**config.mk**
```make
export PLATFORM = sky130hd
export DESIGN_NAME = hex_glyph_pixel_writer
export DESIGN_NICKNAME = d
export VERILOG_FILES = /design/src/rtl/hgpw_pkg.sv /design/src/rtl/hgpw_front.sv /design/src/rtl/hgpw_job_fifo.sv /design/src/rtl/hgpw_back.sv /design/src/rtl/hex_glyph_pixel_writer.sv
export SDC_FILE = /design/constraint.sdc
export NUM_CORES = 1
export LEC_CHECK = 0
export ABC_CLOCK_PERIOD_IN_PS = 14600
export BUFFER_PORTS_ARGS = -buffer_cell sky130_fd_sc_hd__buf_2
export CELL_PAD_IN_SITES_DETAIL_PLACEMENT = 1
export CELL_PAD_IN_SITES_GLOBAL_PLACEMENT = 1
export CORE_ASPECT_RATIO = 1.25
export CORE_MARGIN = 8
export CORE_UTILIZATION = 56
export CTS_CLUSTER_DIAMETER = 100
export DETAILED_ROUTE_END_ITERATION = 7
export PLACE_DENSITY = 0.82
export SLEW_MARGIN = 20
export SYNTH_ARGS = -nofsm -noshare
export SYNTH_HDL_FRONTEND = slang
export SYNTH_HIERARCHICAL = 1
export SYNTH_SLANG_ARGS = --single-unit
```
**constraint.sdc**
```tcl
create_clock -name clk -period 14.6 [get_ports clk]
set_input_delay 1.46 -clock clk [delete_from_list [all_inputs] [get_ports clk]]
set_output_delay 1.46 -clock clk [all_outputs]
set_load 0.05 [all_outputs]
```
**src/rtl/hgpw_pkg.sv**
```systemverilog
// ----------------------------------------------------------------------------
// hgpw_pkg
// Types, constants and the 8x8 hex font for the hex glyph pixel writer.
// ----------------------------------------------------------------------------
package hgpw_pkg;

	localparam int unsigned ADDR_W   = 32;
	localparam int unsigned COLOR_W  = 32;
	localparam int unsigned POS_W    = 12;
	localparam int unsigned DIGIT_W  = 4;
	localparam int unsigned STRIDE_W = 13;
	localparam int unsigned PROD_W   = POS_W + STRIDE_W;
	localparam int unsigned LIN_W    = PROD_W + 1;
	localparam int unsigned GLYPH_W  = 64;
	localparam int unsigned PIX_CNT_W = 6;

	localparam logic [COLOR_W-1:0]  BLACK_ARGB   = 32'hff00_0000;
	localparam logic [ADDR_W-1:0]   BASE_RESET   = 32'h0020_0000;
	localparam logic [STRIDE_W-1:0] STRIDE_RESET = 13'd1920;

	localparam int unsigned CFG_IDX_W = 2;
	typedef enum logic [CFG_IDX_W-1:0] {
		CFG_FRAME_BASE  = 2'd0,
		CFG_LINE_STRIDE = 2'd1
	} cfg_idx_t;

	// one glyph job between front and back
	typedef struct packed {
		logic [ADDR_W-1:0]  start_addr;
		logic [GLYPH_W-1:0] glyph;
		logic [COLOR_W-1:0] colour;
	} glyph_job_t;

	// one pixel write
	typedef struct packed {
		logic [ADDR_W-1:0]  addr;
		logic [COLOR_W-1:0] value;
		logic               last;
	} pixel_t;

	// glyph rows packed with the top row in the low byte; inside a row byte
	// bit 7 is the leftmost pixel
	function automatic logic [GLYPH_W-1:0] glyph_rom(input logic [DIGIT_W-1:0] d);
		logic [GLYPH_W-1:0] g;
		case (d)
			4'h0:    g = 64'h003C_6666_6666_663C;
			4'h1:    g = 64'h001E_0C0C_0C0C_3C1C;
			4'h2:    g = 64'h007E_7E30_180C_663C;
			4'h3:    g = 64'h003C_6606_1E06_663C;
			4'h4:    g = 64'h000C_0C7E_6C60_3018;
			4'h5:    g = 64'h003C_6606_7C60_607E;
			4'h6:    g = 64'h003C_6666_7C60_663C;
			4'h7:    g = 64'h0060_6030_180C_067E;
			4'h8:    g = 64'h003C_6666_3C66_663C;
			4'h9:    g = 64'h0038_6606_3E66_663C;
			4'hA:    g = 64'h0066_667E_6666_663C;
			4'hB:    g = 64'h0078_6666_7C66_6678;
			4'hC:    g = 64'h003C_6660_6060_663C;
			4'hD:    g = 64'h0078_6C66_6666_6C78;
			4'hE:    g = 64'h007E_6060_7860_607E;
			4'hF:    g = 64'h0060_6060_7860_607E;
			default: g = '0;
		endcase
		return g;
	endfunction

endpackage

```
**src/rtl/hgpw_front.sv**
```systemverilog
// ----------------------------------------------------------------------------
// hgpw_front
// Takes glyph requests, forms the start address and looks up the glyph.
// ----------------------------------------------------------------------------
module hgpw_front import hgpw_pkg::*; (
	input  logic                clk,
	input  logic                arst_n,
	input  logic                push,
	output logic                full,
	input  logic [POS_W-1:0]    pos_x,
	input  logic [POS_W-1:0]    pos_y,
	input  logic [DIGIT_W-1:0]  digit,
	input  logic [COLOR_W-1:0]  fore_colour,
	input  logic [ADDR_W-1:0]   frame_base,
	input  logic [STRIDE_W-1:0] line_stride,
	output logic                job_valid,
	input  logic                job_ready,
	output glyph_job_t          job
);

	logic                v_s1;
	logic [POS_W-1:0]    x_s1;
	logic [PROD_W-1:0]   prod_s1;
	logic [DIGIT_W-1:0]  digit_s1;
	logic [COLOR_W-1:0]  colour_s1;
	logic [LIN_W-1:0]    lin;

	assign full = v_s1 && !job_ready;

	always_ff @(posedge clk or negedge arst_n) begin
		if (!arst_n) begin
			v_s1 <= 1'b0;
		end else if (!full) begin
			v_s1 <= push;
		end
	end

	always_ff @(posedge clk) begin
		if (push && !full) begin
			x_s1      <= pos_x;
			prod_s1   <= PROD_W'(pos_y) * PROD_W'(line_stride);
			digit_s1  <= digit;
			colour_s1 <= fore_colour;
		end
	end

	// pixel index of the glyph's top-left corner
	assign lin = LIN_W'(x_s1) + LIN_W'(prod_s1);

	assign job_valid      = v_s1;
	assign job.start_addr = frame_base + {{(ADDR_W-LIN_W-2){1'b0}}, lin, 2'b00};
	assign job.glyph      = glyph_rom(digit_s1);
	assign job.colour     = colour_s1;

endmodule

```
**src/rtl/hgpw_job_fifo.sv**
```systemverilog
// ----------------------------------------------------------------------------
// hgpw_job_fifo
// Two-entry queue of glyph jobs between the front and the back.
// ----------------------------------------------------------------------------
module hgpw_job_fifo import hgpw_pkg::*; (
	input  logic       clk,
	input  logic       arst_n,
	input  logic       wr_valid,
	output logic       wr_ready,
	input  glyph_job_t wr_job,
	output logic       rd_valid,
	input  logic       rd_ready,
	output glyph_job_t rd_job
);

	glyph_job_t  slot_q [2];
	logic        wptr_q;
	logic        rptr_q;
	logic [1:0]  count_q;
	logic        wr_en;
	logic        rd_en;

	assign wr_ready = (count_q != 2'd2);
	assign rd_valid = (count_q != 2'd0);
	assign wr_en    = wr_valid && wr_ready;
	assign rd_en    = rd_valid && rd_ready;
	assign rd_job   = slot_q[rptr_q];

	always_ff @(posedge clk or negedge arst_n) begin
		if (!arst_n) begin
			wptr_q  <= 1'b0;
			rptr_q  <= 1'b0;
			count_q <= 2'd0;
		end else begin
			if (wr_en) begin
				wptr_q <= ~wptr_q;
			end
			if (rd_en) begin
				rptr_q <= ~rptr_q;
			end
			if (wr_en && !rd_en) begin
				count_q <= count_q + 2'd1;
			end else if (rd_en && !wr_en) begin
				count_q <= count_q - 2'd1;
			end
		end
	end

	always_ff @(posedge clk) begin
		if (wr_en) begin
			slot_q[wptr_q] <= wr_job;
		end
	end

endmodule

```
**src/rtl/hgpw_back.sv**
```systemverilog
// ----------------------------------------------------------------------------
// hgpw_back
// Walks a glyph job pixel by pixel and queues the pixel writes for output.
// ----------------------------------------------------------------------------
module hgpw_back import hgpw_pkg::*; (
	input  logic                clk,
	input  logic                arst_n,
	input  logic                job_valid,
	output logic                job_ready,
	input  glyph_job_t          job,
	input  logic [STRIDE_W-1:0] line_stride,
	output logic                empty,
	input  logic                pop,
	output pixel_t              pix
);

	logic                 busy_q;
	logic [PIX_CNT_W-1:0] cnt_q;
	logic [ADDR_W-1:0]    row_addr_q;
	logic [GLYPH_W-1:0]   glyph_q;
	logic [COLOR_W-1:0]   colour_q;

	pixel_t               ofifo_q [2];
	logic                 owptr_q;
	logic                 orptr_q;
	logic [1:0]           ocount_q;

	logic                 ofull;
	logic                 emit;
	logic                 take;
	logic                 last;
	logic                 opop;
	logic [2:0]           col;
	pixel_t               cur;

	assign ofull     = (ocount_q == 2'd2);
	assign emit      = busy_q && !ofull;
	assign last      = (cnt_q == {PIX_CNT_W{1'b1}});
	assign take      = job_valid && (!busy_q || (emit && last));
	assign job_ready = !busy_q || (emit && last);

	// columns run right to left, so the row byte bit index equals cnt[2:0]
	assign col       = ~cnt_q[2:0];
	assign cur.addr  = row_addr_q + {{(ADDR_W-5){1'b0}}, col, 2'b00};
	assign cur.value = glyph_q[cnt_q] ? colour_q : BLACK_ARGB;
	assign cur.last  = last;

	always_ff @(posedge clk or negedge arst_n) begin
		if (!arst_n) begin
			busy_q <= 1'b0;
			cnt_q  <= '0;
		end else if (take) begin
			busy_q <= 1'b1;
			cnt_q  <= '0;
		end else if (emit) begin
			cnt_q <= cnt_q + PIX_CNT_W'(1);
			if (last) begin
				busy_q <= 1'b0;
			end
		end
	end

	always_ff @(posedge clk) begin
		if (take) begin
			row_addr_q <= job.start_addr;
			glyph_q    <= job.glyph;
			colour_q   <= job.colour;
		end else if (emit && (cnt_q[2:0] == 3'd7)) begin
			row_addr_q <= row_addr_q + {{(ADDR_W-STRIDE_W-2){1'b0}}, line_stride, 2'b00};
		end
	end

	// two-entry output queue parts the sequencer from the consumer
	assign empty = (ocount_q == 2'd0);
	assign opop  = pop && !empty;
	assign pix   = ofifo_q[orptr_q];

	always_ff @(posedge clk or negedge arst_n) begin
		if (!arst_n) begin
			owptr_q  <= 1'b0;
			orptr_q  <= 1'b0;
			ocount_q <= 2'd0;
		end else begin
			if (emit) begin
				owptr_q <= ~owptr_q;
			end
			if (opop) begin
				orptr_q <= ~orptr_q;
			end
			if (emit && !opop) begin
				ocount_q <= ocount_q + 2'd1;
			end else if (opop && !emit) begin
				ocount_q <= ocount_q - 2'd1;
			end
		end
	end

	always_ff @(posedge clk) begin
		if (emit) begin
			ofifo_q[owptr_q] <= cur;
		end
	end

endmodule

```
**src/rtl/hex_glyph_pixel_writer.sv**
```systemverilog
// ----------------------------------------------------------------------------
// hex_glyph_pixel_writer
// Draws an 8x8 hex digit glyph as 64 framebuffer pixel writes per request.
// ----------------------------------------------------------------------------
// throughput: one pixel per cycle from the back sequencer while the output queue has room;
//   a following request is taken while the current glyph is still being written
// reset: queues empty, frame base 0x00200000, line stride 1920
module hex_glyph_pixel_writer import hgpw_pkg::*; (
	input  logic                 clk,
	input  logic                 arst_n,
	input  logic                 push,
	output logic                 full,
	input  logic [POS_W-1:0]     pos_x,
	input  logic [POS_W-1:0]     pos_y,
	input  logic [DIGIT_W-1:0]   digit,
	input  logic [COLOR_W-1:0]   fore_colour,
	output logic                 empty,
	input  logic                 pop,
	output logic [ADDR_W-1:0]    pixel_address,
	output logic [COLOR_W-1:0]   pixel_value,
	output logic                 last_pixel,
	input  logic                 cfg_valid,
	output logic                 cfg_ready,
	input  logic [CFG_IDX_W-1:0] cfg_index,
	input  logic [ADDR_W-1:0]    cfg_data
);

	logic [ADDR_W-1:0]   frame_base_q;
	logic [STRIDE_W-1:0] line_stride_q;

	logic       fj_valid;
	logic       fj_ready;
	glyph_job_t fj_job;
	logic       bj_valid;
	logic       bj_ready;
	glyph_job_t bj_job;
	pixel_t     pix;

	assign cfg_ready = 1'b1;

	always_ff @(posedge clk or negedge arst_n) begin
		if (!arst_n) begin
			frame_base_q  <= BASE_RESET;
			line_stride_q <= STRIDE_RESET;
		end else if (cfg_valid && cfg_ready) begin
			case (cfg_index)
				CFG_FRAME_BASE:  frame_base_q  <= cfg_data;
				CFG_LINE_STRIDE: line_stride_q <= cfg_data[STRIDE_W-1:0];
				default: ;
			endcase
		end
	end

	hgpw_front u_front (
		.clk         (clk),
		.arst_n      (arst_n),
		.push        (push),
		.full        (full),
		.pos_x       (pos_x),
		.pos_y       (pos_y),
		.digit       (digit),
		.fore_colour (fore_colour),
		.frame_base  (frame_base_q),
		.line_stride (line_stride_q),
		.job_valid   (fj_valid),
		.job_ready   (fj_ready),
		.job         (fj_job)
	);

	hgpw_job_fifo u_job_fifo (
		.clk      (clk),
		.arst_n   (arst_n),
		.wr_valid (fj_valid),
		.wr_ready (fj_ready),
		.wr_job   (fj_job),
		.rd_valid (bj_valid),
		.rd_ready (bj_ready),
		.rd_job   (bj_job)
	);

	hgpw_back u_back (
		.clk         (clk),
		.arst_n      (arst_n),
		.job_valid   (bj_valid),
		.job_ready   (bj_ready),
		.job         (bj_job),
		.line_stride (line_stride_q),
		.empty       (empty),
		.pop         (pop),
		.pix         (pix)
	);

	assign pixel_address = pix.addr;
	assign pixel_value   = pix.value;
	assign last_pixel    = pix.last;

	// within a glyph the sequencer keeps the output queue fed every cycle
	a_no_gap_in_glyph: assert property (@(posedge clk) disable iff (!arst_n)
		pop && !empty && !last_pixel |=> !empty)
		else $error("result queue ran dry inside a glyph");

	// the result side only drains after the last pixel of a glyph
	a_drain_after_last: assert property (@(posedge clk) disable iff (!arst_n)
		$rose(empty) |-> $past(pop && last_pixel))
		else $error("result queue emptied without a last pixel");

	// a waiting pixel stays put until it is popped
	a_result_held: assert property (@(posedge clk) disable iff (!arst_n)
		!empty && !pop |=> !empty && $stable(pixel_address) && $stable(pixel_value)
			&& $stable(last_pixel))
		else $error("waiting pixel changed before it was popped");

endmodule
```
* Word-level counts from Yosys, hierarchy flattened
Memories as Yosys holds them, arrays and structs flattened. A register that Yosys moved wholly into a read port is not among the register bits.
Index checks and enable logic that the tools add are counted.
** Operators by class
- Muxes and demuxes :: 19
- Bitwise gates (word level) :: 5
- $mul :: 1
- Reductions and logical operators :: 33
- Shift-type cells :: 0
- Add/sub/neg operators :: 9
- Divide/modulo/power cells :: 0
- Equality and inequality tests :: 5
- Magnitude comparators :: 1
** Operators by type and width (count)
- 32-bit 2-to-1 mux :: 3
- 32-bit by 15-bit adder with 32-bit output :: 1
- 32-bit by 28-bit adder with 32-bit output :: 1
- 32-bit by 5-bit adder with 32-bit output :: 1
- 12-bit by 25-bit adder with 26-bit output :: 1
- 12-bit by 13-bit multiplier with 25-bit output :: 1
- 1-bit logical AND :: 12
- 6-bit 2-to-1 mux :: 2
- 2-bit nonzero test :: 6
- 1-bit zero test :: 9
- 1-bit 2-to-1 mux :: 8
- 2-bit 2-to-1 mux :: 4
- 6-bit by 7-bit < comparator with 1-bit output (second input constant) :: 1
- 6-bit by 1-bit adder with 6-bit output (second input constant) :: 1
- 1-bit binary-select mux with 6-bit select :: 1
- 6-bit equality test (second input constant) :: 1
- 2-bit AND reduction :: 3
- 2-bit by 1-bit adder with 2-bit output (second input constant) :: 2
- 2-bit zero test :: 2
- 4-bit 2-to-1 mux :: 1
- 1-bit inverter :: 4
- 2-bit by 1-bit subtractor with 2-bit output (second input constant) :: 2
- 3-bit equality test (second input constant) :: 1
- 3-bit inverter :: 1
- 4 further kinds :: 4
** Storage, ports and cells
- RAM bits :: 386
- Memories :: 3
- Bits of input ports :: 99
- Bits in registers :: 262
- Bits in latches :: 0
- Logic and storage cells :: 94
- ROM bits :: 624
- Output and inout port bits :: 68
** Memory list
- (no name shown) :: depth 16, width 39, rd ports 1, clocked after Yosys merged registers in 1, wr ports 0, RTL line hgpw_pkg.sv:45 : case (d)
- u_job_fifo.slot_q :: depth 2, width 128, rd ports 1, clocked after Yosys merged registers in 0, wr ports 1, RTL line hgpw_job_fifo.sv:16 : glyph_job_t slot_q [2];
- u_back.ofifo_q :: depth 2, width 65, rd ports 1, clocked after Yosys merged registers in 0, wr ports 1, RTL line hgpw_back.sv:23 : pixel_t ofifo_q [2];

* Depth between registers and ports, before layout
- Depth after elaboration :: 9
- Gate-level depth with buffers :: 20
- Depth with buffers taken out :: 19

* Hierarchy
Netlist, hierarchy kept.
** Modules (own cells, without submodules)
- hgpw_back :: instances 1, area each 11925.2 um2, sequential area each 8022.7 um2, cells an instance 796
- hgpw_front :: instances 1, area each 11114.4 um2, sequential area each 2877.8 um2, cells an instance 1199
- hgpw_job_fifo :: instances 1, area each 9474.1 um2, sequential area each 7787.5 um2, cells an instance 416
- hex_glyph_pixel_writer :: instances 1, area each 1717.9 um2, sequential area each 1132.3 um2, cells an instance 98

* Least setup slack after synthesis
Ideal clock, no wire load.
- Path kind :: register -> register
- From :: reg u_job_fifo.count_q[0]
- To :: mem u_job_fifo/slot_q[0][0] (netlist name) (enable)
- Path buffers :: 0
- Cell stages (with the launch flop) :: 4
- Setup time :: 0.616 ns
- Slack :: 8.051 ns
- Clock period less this slack :: 6.549 ns
- Required time :: 13.984 ns
- Arrival time :: 5.933 ns
- Cells stage by stage :: dfrtp_1 nand2b_1 nand2_1 nor2_1
** Between the ends
- Cells in the longest elaborated chain, start to end :: 4
** Ends and longest elaborated chain
- start, declared :: RTL line hgpw_job_fifo.sv:19 : logic [1:0] count_q;
- start signal, assigned :: RTL line hgpw_job_fifo.sv:42 : count_q <= count_q + 2'd1;
- start signal, assigned :: RTL line hgpw_job_fifo.sv:44 : count_q <= count_q - 2'd1;
- 2-bit != test :: RTL line hgpw_job_fifo.sv:23 : assign wr_ready = (count_q != 2'd2);
- via fj_ready :: RTL line hex_glyph_pixel_writer.sv:32 : logic fj_ready;
- 1-bit logical AND :: RTL line hgpw_job_fifo.sv:25 : assign wr_en = wr_valid && wr_ready;
- 1-bit 2-to-1 mux :: RTL line hgpw_job_fifo.sv:50 : if (wr_en) begin
- 1-bit 2-to-1 mux (implied by the code) :: RTL line hgpw_job_fifo.sv:51 : slot_q[wptr_q] <= wr_job;
- end, declared :: RTL line hgpw_job_fifo.sv:16
The timed path passes the listed nets, and every way through them passes these cells.

* Worst setup path after layout
- From :: in pos_y[4]
- To :: reg u_front.prod_s1[23] (data pin)
** Between the ends
- Cells in the longest elaborated chain, start to end :: 1
** Ends and longest elaborated chain
- start, declared :: RTL line hex_glyph_pixel_writer.sv:14 : input logic [POS_W-1:0] pos_y,
- 12-bit by 13-bit multiplier with 25-bit output :: RTL line hgpw_front.sv:41 : prod_s1 <= PROD_W'(pos_y) * PROD_W'(line_stride);
- end signal, assigned :: RTL line hgpw_front.sv:41
- end, declared :: RTL line hgpw_front.sv:23 : logic [PROD_W-1:0] prod_s1;
No other way between the ends.
A chain may end at the register's enable or synchronous reset.

==> summary.md <==
| Metric | Value |
|---|---|
| CTS root buf | `clkbuf_16` |
| Ports | `about 170` |
| Final Max Tran Viols | `0` |
| 1st-iter DRT viols | `approximately 1300` |
| Setup TNS Final | `0 ns` |
| Clock Path Buffers | `3` |
| WP data arrival | `6.61 ns` |
| Crit path top cell by count | `fa_1` |
| Site Rows | `about 100` |
| Number of flops mapped to enable cells by yosys | `roughly 590` |
| Post-CTS Resized | `0` |
| Worst EP required | `14.96 ns` |
| Final Hold Vio Count | `0` |
| Worst-skew pair later-pin latency | `0.63 ns` |
| Max-cap viol count | `0` |
| Final period util | `42.8%` |
| Vias in the first global route | `22400` |
| Post-CTS Setup Inserts | `0` |
| Synth cell count leaders | `edfxtp_1, mux2_2, nand2_1` |
| CTS H-Tree Depth | `2` |
| Fillers | `5876` |
| Synthesis-stage register bit count | `around 700` |
| Area Growth Syn to Fin | `9.47%` |
| Final Setup Violations | `0` |
| Layout Skew | `between 0.03 and 0.04 ns` |
| Core region area | `approximately 61000 sq um` |
| Final WL | `83600 um` |
| Most common cell in the synthesized netlist | `edfxtp_1` |
| Post-Syn Area | `34200 sq um` |
| Worst Setup EP | `u_front/prod_s1[23]$_DFFE_PP_` |
| Largest cells by area after synthesis | `edfxtp_1, mux2_2, fa_1` |
| Slew @ Worst Pin | `1.09 ns` |
| Startpoint types | `primary input` |
| CP max stage cell | `or4b_4` |
| Max incr delay on CP | `0.59 ns` |
| CP Cell Sequence | `buf_2, nand2_1, fa_1, fa_1, fa_1, inv_1, fa_1, inv_1, fa_1, inv_1, ha_1, a21oi_1, o21ai_0, or4b_4, and3_1, nor2_1, o21a_1, xnor2_1` |
| Hold Buf Count CTS | `0` |
| RSZ-0062 raised after global routing | `false` |
| Clock sink count | `between 600 and 700` |
| Crit path launch | `pos_y[4]` |
| First drt pass iteration count | `5` |
| Remaining global-route overflow | `0` |
| Syn Area/Cell | `13.6 sq um` |
| Fmax | `160 MHz` |
| HPWL after DPL | `57900 um` |
| Sequential share of the synthesized area | `just under 60%` |
| Gr usage total | `a little under a quarter` |
| Routed Antenna Nets | `0` |
| Largest net degree at the start of global routing | `83` |
| Avg WL per Cell | `24.1 um` |
| Worst Hold Class | `register to register` |
| Period minus WS final | `6.24 ns` |
| Starting Density | `56.4%` |
| Reg-to-reg startpoint | `line_stride_q[6]$_DFFE_PN0P_` |
| Num CTS Buffers | `60` |
| Count of cell types in the netlist | `80` |
| Vias post-DR | `around 20000` |
| Reg clk slew, reported paths | `roughly 0.070 ns` |
| Hold Worst Slack | `0.432 ns` |
| Asr flop ratio synth | `around 9%` |
| Final Net Count | `2986` |
| Die width | `237 um` |
| Yosys warning count | `6` |
| Layout cell share with drive strength beyond 1 | `21.6%` |
| Initial antenna violation count | `1` |
| Global-route wire length before repair | `around 130000 um` |
| Yosys top cell area share | `about half` |
| Run status | `finished clean` |
| Dominant cell type by area after synthesis | `edfxtp_1` |
| Critical path class | `primary input to register` |
| Slew margin rel. | `a little over a quarter` |
| # port buffers | `165` |
| Worst reg-to-reg path cell count | `17` |
| Placer Congestion | `0.894` |
| Die H | `between 200 and 300 um` |
| CTS tree | `built` |
| Crit Reg-Reg Endpoint | `u_front/prod_s1[23]$_DFFE_PP_` |
| Top_reg_cell synth | `edfxtp_1` |
| Avg Vias per Cell | `5.81` |
| Kind of end point of the critical path | `register` |
| Critical path fanouts, max | `13` |
| DRC | `0` |
| Reg2reg setup slack | `around 8.5 ns` |
| Post-Syn Instances | `2509` |
| Die area | `69300 sq um` |
metrics by stage:
| step | util, % | worst slack [ns] | instance area (sq um) | cells |
|---|---|---|---|---|
| after global routing | 61.8 | 8.22 | 37500 | 3465 |
| after global placement | 58.5 | 7.93 | 35500 | 3354 |
| final | 61.8 | 8.36 | 37500 | 3466 |
| after detailed placement | 58.5 | 7.78 | 35500 | 3354 |
| after floorplan | - | 8.05 | 34300 | 2532 |
| after CTS | 61.8 | 8.42 | 37500 | 3465 |
sequential cells by signal, summed over array words and instances, names as in the netlist, 2 cells and up:
| signal | count |
|---|---|
| u_job_fifo/count_q | 2 |
| u_back/colour_q | 32 |
| u_job_fifo/slot_q | 256 |
| u_back/cnt_q | 6 |
| u_back/ofifo_q | 130 |
| line_stride_q | 13 |
| u_front/prod_s1 | 25 |
| frame_base_q | 32 |
| u_front/colour_s1 | 32 |
| u_back/row_addr_q | 32 |
| u_back/glyph_q | 64 |
| u_back/ocount_q | 2 |
| u_front/x_s1 | 12 |
| u_front/digit_s1 | 4 |
| u_front/job | 33 |
critical path: cells and delay by family:
family / cells / cell delay [ns]
adder cells (fa/ha/maj): 6 / 2.97
AND/OR/NAND/NOR: 4 / 1.12
AO/OA/AOI/OAI: 3 / 0.54
buffers and inverters: 4 / 0.41
XOR/XNOR: 1 / 0.07
cell type report:
class	instances	area [sq um]	area share (%)
flip-flops and latches	681	19800	52.9
diodes	1	2.50	0.00668
clock inverters	44	372	0.992
well taps	772	966	2.58
repair buffers	181	948	2.53
clock buffers	67	1620	4.33
multi-input cells	1548	13100	34.9
inverters	172	649	1.73
cell families after synthesis:
| kind of cell | synth area share (%) |
|---|---|
| compound gates | 5.57 |
| xor+xnor | 3.35 |
| fa+ha+maj | 11.4 |
| buf+inv | 4.20 |
| flops | 57.9 |
| mux | 9.29 |
| other cells | 0.0329 |
| simple gates | 8.27 |
cells in the final DEF, fill, tap and decap left out, types with 20 or more instances in the layout:
cell type | synthesis | routed
edfxtp_1 | 587 | 587
mux2_2 | 245 | 245
nand2_1 | 233 | 233
inv_1 | 172 | 170
buf_2 | 8 | 164
ha_1 | 129 | 129
fa_1 | 114 | 114
a21oi_1 | 99 | 99
nor2_1 | 95 | 93
xnor2_1 | 77 | 77
o21ai_0 | 66 | 66
clkbuf_16 | 0 | 64
and2_1 | 63 | 63
dfrtp_1 | 56 | 54
xor2_1 | 54 | 54
nand3_1 | 33 | 33
dfxtp_1 | 33 | 33
a21o_1 | 27 | 27
conb_1 | 3 | 26
nor3_1 | 25 | 25
nand4_1 | 22 | 22
nand2b_1 | 22 | 22
and2_4 | 22 | 22
clkinv_2 | 0 | 20
worst min-delay path by stage:
stage | depth (start not counted) | startpoint | to
CTS | 0 | u_front/job[42]$_DFF_P_ | u_job_fifo/slot_q[0][42]$_DFFE_PP_
finish | 0 | u_front/job[42]$_DFF_P_ | u_job_fifo/slot_q[1][42]$_DFFE_PP_
detailed placement | 0 | u_front/job[42]$_DFF_P_ | u_job_fifo/slot_q[0][42]$_DFFE_PP_
global placement | 0 | u_front/job[68]$_DFF_P_ | u_job_fifo/slot_q[0][68]$_DFFE_PP_
global route | 0 | u_front/job[82]$_DFF_P_ | u_job_fifo/slot_q[1][82]$_DFFE_PP_
floorplan | 0 | u_front/job[33]$_DFF_P_ | u_job_fifo/slot_q[0][33]$_DFFE_PP_
per-layer routing:
metal | routed length, um | part of all wire, % | vias to the layer above | track usage (%)
li1 | - | - | 9184 | -
met3 | 3560 | 4.3 | 117 | 3.22
met5 | 0 | 0 | - | 0
met2 | 45300 | 54 | 525 | 45.3
met1 | 33000 | 39 | 10300 | 28.0
met4 | 1840 | 2.2 | 0 | 6.49
Power is not shown: default switching activity piles up to over one toggle a cycle in this logic, so the estimate is an artifact.
